$ cat src/hw/rtl/tccw_pkg.sv
// Package with shared constants and types for the console cell writer.
`timescale 1ns / 1ps
package tccw_pkg;
  localparam int COLUMNS = 80;
  localparam int ROWS = 25;
  localparam int CELLS = COLUMNS * ROWS;
  localparam int AW = $clog2(CELLS);

  localparam logic [7:0] CH_NEWLINE = 8'h0a;
  localparam logic [7:0] CH_TAB = 8'h09;
  localparam logic [7:0] CH_BLANK = 8'h20;

  localparam logic [2:0] OP_PRINT = 3'd0;
  localparam logic [2:0] OP_SETCUR = 3'd1;
  localparam logic [2:0] OP_CLEAR = 3'd2;
  localparam logic [2:0] OP_SCROLL = 3'd3;
  localparam logic [2:0] OP_READ = 3'd4;
  localparam logic [2:0] OP_HIDE = 3'd5;
  localparam logic [2:0] OP_SHOW = 3'd6;

  localparam logic CFG_ATTR = 1'b0;
  localparam logic CFG_TAB = 1'b1;

  typedef struct packed {
    logic [2:0] op;
    logic [7:0] character;
    logic [7:0] column;
    logic [7:0] row;
    logic [7:0] scroll_lines;
    logic [10:0] cell_address;
  } cmd_t;

  typedef enum logic [3:0] {
    ST_INIT, ST_IDLE, ST_DECIDE, ST_MOD, ST_TAB, ST_MOVE_RD, ST_MOVE_WR, ST_FILL, ST_READ,
    ST_READ2, ST_DONE
  } state_t;
endpackage

$ cat src/hw/rtl/tccw_front.sv
// Front end: accepts commands and holds them in a two-entry queue.
`timescale 1ns / 1ps
module tccw_front (
  input  logic clk,
  input  logic rst_n,
  input  logic start,
  output logic busy,
  input  tccw_pkg::cmd_t in_cmd,
  output logic q_valid,
  output tccw_pkg::cmd_t q_cmd,
  input  logic q_pop
);
  tccw_pkg::cmd_t mem_r [2];
  logic rd_r, rd_nxt, wr_r, wr_nxt;
  logic [1:0] cnt_r, cnt_nxt;
  logic push;

  assign busy = (cnt_r == 2'd2);
  assign push = start && !busy;
  assign q_valid = (cnt_r != 2'd0);
  assign q_cmd = mem_r[rd_r];

  always_comb begin
    rd_nxt = q_pop ? ~rd_r : rd_r;
    wr_nxt = push ? ~wr_r : wr_r;
    cnt_nxt = cnt_r + {1'b0, push} - {1'b0, q_pop};
  end

  always_ff @(posedge clk) begin
    if (!rst_n) begin
      rd_r <= 1'b0;
      wr_r <= 1'b0;
      cnt_r <= 2'd0;
    end else begin
      rd_r <= rd_nxt;
      wr_r <= wr_nxt;
      cnt_r <= cnt_nxt;
    end
    if (push) mem_r[wr_r] <= in_cmd;
  end
endmodule

$ cat config.mk
export PLATFORM = sky130hd
export DESIGN_NAME = tccw_front
export DESIGN_NICKNAME = d
export VERILOG_FILES = /design/src/hw/rtl/tccw_pkg.sv /design/src/hw/rtl/tccw_front.sv
export SDC_FILE = /design/constraint.sdc
export NUM_CORES = 1
export LEC_CHECK = 0
export BUFFER_PORTS_ARGS = -buffer_cell sky130_fd_sc_hd__buf_2
export CAP_MARGIN = 15
export CORE_ASPECT_RATIO = 1.25
export CORE_UTILIZATION = 41
export DETAILED_ROUTE_END_ITERATION = 7
export GPL_ROUTABILITY_DRIVEN = 0
export PLACE_DENSITY = 0.76
export SYNTH_ARGS = -nofsm -noshare
export SYNTH_HDL_FRONTEND = slang
export SYNTH_SLANG_ARGS = --single-unit
export TNS_END_PERCENT = 5
$ cat constraint.sdc
create_clock -name clk -period 5.3 [get_ports clk]
set_input_delay 0.795 -clock clk [delete_from_list [all_inputs] [get_ports clk]]
set_output_delay 0.795 -clock clk [all_outputs]
set_load 0.03 [all_outputs]
==> reports/results.ini <==
[floorplan]
die_y_um = 108.9
rows = 38
initial_core_util_pct = 42.62
dieArea_um2 = 9532
ios = 98
die_w_um = 87.53
fp.coreArea_um2 = 8796

[critical_path]
critPathCaptureType = output port
r2r_end = mem_r[0][44]
worstPathMaxFanout = 46
reg2reg_from = cnt_r[0]
crit_required_ns = 4.51
reg2reg_slack_ns = 3.31
worstPathArrival_ns = 1.87
critPathKind = flip-flop to output port
start_kind = flip-flop
r2r_cells = 4

[synth]
synth_nets = 220
synthCells = 168
synthTopCellsByArea = edfxtp_1, mux2_4, dfxtp_1
ys_types = 17
synth_top_area_cell = edfxtp_1
yosysTopAreaCellShare_pct = 73.70
synth-seq-cells = 97
ys_seq_area_share_pct = 76.37
syn_area_um2 = 3749
syn_area_per_cell_um2 = 22.31
ys_warn_count = 0

[grt]
grt_pass1_wl_mm = 8.231
grt-ovfl-total = 0
grt_pass1_vias = 1850
grtUsageTotal_pct = 12.00
grt_start_max_net_pins = 47
antenna_found_initial = 0

[cts]
cts_root_buffer = clkbuf_8
post_cts_resized = 0
cts_sinks = 97
cts_max_level = 3
post_cts_buffers = 0
cts.clk_slew.worst_paths_ns = 0.08
cts_tree = yes
cts_hold_buffers = 0
clock_latency_ns = 0.35
clockBufferDepth = 2
cts_buffers = 9

[sta]
rsz0062_at_grt = false
final-hold-violation-count = 0
skew_ns = 0.004940
period_share_pct = 50.26
max_slew_margin_pct = 26.83
slew_violations = 0
finalSetupTns_ns = 0
tightest_slew_ns = 1.098
final.min_clock_period_ns = 2.664
clock.fmax_ghz = 0.3754
finalSetupViolCount = 0

[drt]
first_pass_iters = 4
num_vias = 1805
wl_per_cell_um = 13.92
drc = 0
drt-total-wl_mm = 5.527
viasPerCell = 4.547
drtAntennaViolNets = 0
initialDrtViolationCount = 69

[pwr]
powerDensity_nw_per_um2 = 425.6
peakVddDrop_uv = 255.2
leakage_uw = 0.001781

[placement]
io_buffer_count = 97
hpwl_mm = 3.657

[run]
maxCapViolCount = 0

[layout]
final_core_util_pct = 51.14
fill_cells = 725
diodes = 0
nets = 324
drive_gt1_share_pct = 58.12
syn2layout_area_growth_pct = 19.99

[min_path]
min_to = wr_r
worstHoldPathType = flip-flop to flip-flop
hold_path_depth = 2
hp-start = wr_r

[status]
status = finished, final reports clean

[cell usage in the layout, fill, tap and decap left out]
master	netlist	final
nor2_1	4	3
dfxtp_4	0	1
nand2_1	2	2
clkbuf_8	0	9
buf_2	0	97
buf_4	0	1
and2_1	1	1
ha_1	2	2
xor2_1	1	1
dfxtp_1	5	4
clkinvlp_4	0	2
mux2_2	6	6
clkinv_1	0	3
clkinv_2	0	1
mux2i_1	1	1
xnor2_1	2	2
nand2b_1	2	2
and3_2	0	1
bufinv_16	0	1
inv_1	3	3
edfxtp_1	92	92
nor2_4	0	1
or2_2	1	1
mux2_4	40	40
[logic make-up (layout without fill, tap and decap cells)]
group	after synthesis	count (layout)	share of synthesized area, %
DFF	97	97	76.37
muxes	47	47	18.09
and+or+nand+nor	11	11	1.435
buffers and inverters	8	117	2.737
xor gates and xnor gates	3	3	0.7011
adders and majority gates	2	2	0.6675
[sequential cells by signal (all words and copies together) (netlist names), named ones only]
signal and flops:
cnt_r 2, mem_r 92, rd_r 1, wr_r 1
[cell usage after synthesis, drive strengths merged]
master,number
and2,1
and3,1
buf,5
dfxtp,5
edfxtp,92
ha,2
inv,3
mux2,46
mux2i,1
nand2,2
nand2b,2
nor2,4
or2,1
xnor2,2
xor2,1
[stage by stage]
step / cell area [µm²] / total power, µW / cells / hold WS [ns] / setup WS, ns
floorplan: 3749 / 1380 / 168 / 0.4549 / 2.029
global placement: 4313 / 1483 / 381 / 0.4932 / 2.944
detailed placement: 4313 / 1498 / 381 / 0.5039 / 2.900
CTS: 4498 / 1943 / 397 / 0.5296 / 2.582
global route: 4498 / 2000 / 397 / 0.5560 / 2.541
finish: 4498 / 1914 / 397 / 0.5246 / 2.636
[power breakdown]
group	internal (µW)	leakage [µW]	switching (µW)
combinational	176	0.000794	276
clock	212	0.0000877	233
sequential	971	0.000900	46.6
[area by class of cell]
class	instances	area (µm²)	area share (%)
clock buffers	9	123.9	2.754
clock inverters	7	61.31	1.363
inverters	3	11.26	0.2503
multi-input cells	63	792.0	17.61
flip-flops and latches	97	2867	63.73
well taps	120	150.1	3.338
repair buffers	98	493.0	10.96
[layer usage]
metal / vias up / part of all wire (%) / routed length (µm) / global-route usage (%)
li1: 850 / - / - / -
met1: 880 / 40 / 2211 / 12.85
met2: 66 / 52 / 2898 / 20.31
met3: 9 / 5.3 / 294 / 2.952
met4: 0 / 2.2 / 123 / 9.016
met5: - / 0 / 0 / 0
[how the worst max path moves through the flow]
| stage | start | slack (ns) | end |
|---|---|---|---|
| floorplan | start | 2.03 | mem_r[0][0] |
| global placement | start | 2.94 | mem_r[0][1] |
| detailed placement | start | 2.90 | mem_r[0][42] |
| CTS | flip-flop | 2.58 | q_cmd[3] |
| global route | flip-flop | 2.54 | q_cmd[4] |
| finish | flip-flop | 2.64 | q_cmd[4] |
[critical path, cell delays in order, from the launching register on]
cell and delay (ns):
dfxtp_4 0.89, mux2_2 0.42, buf_2 0.18
Power figures use the tool's default switching activity.
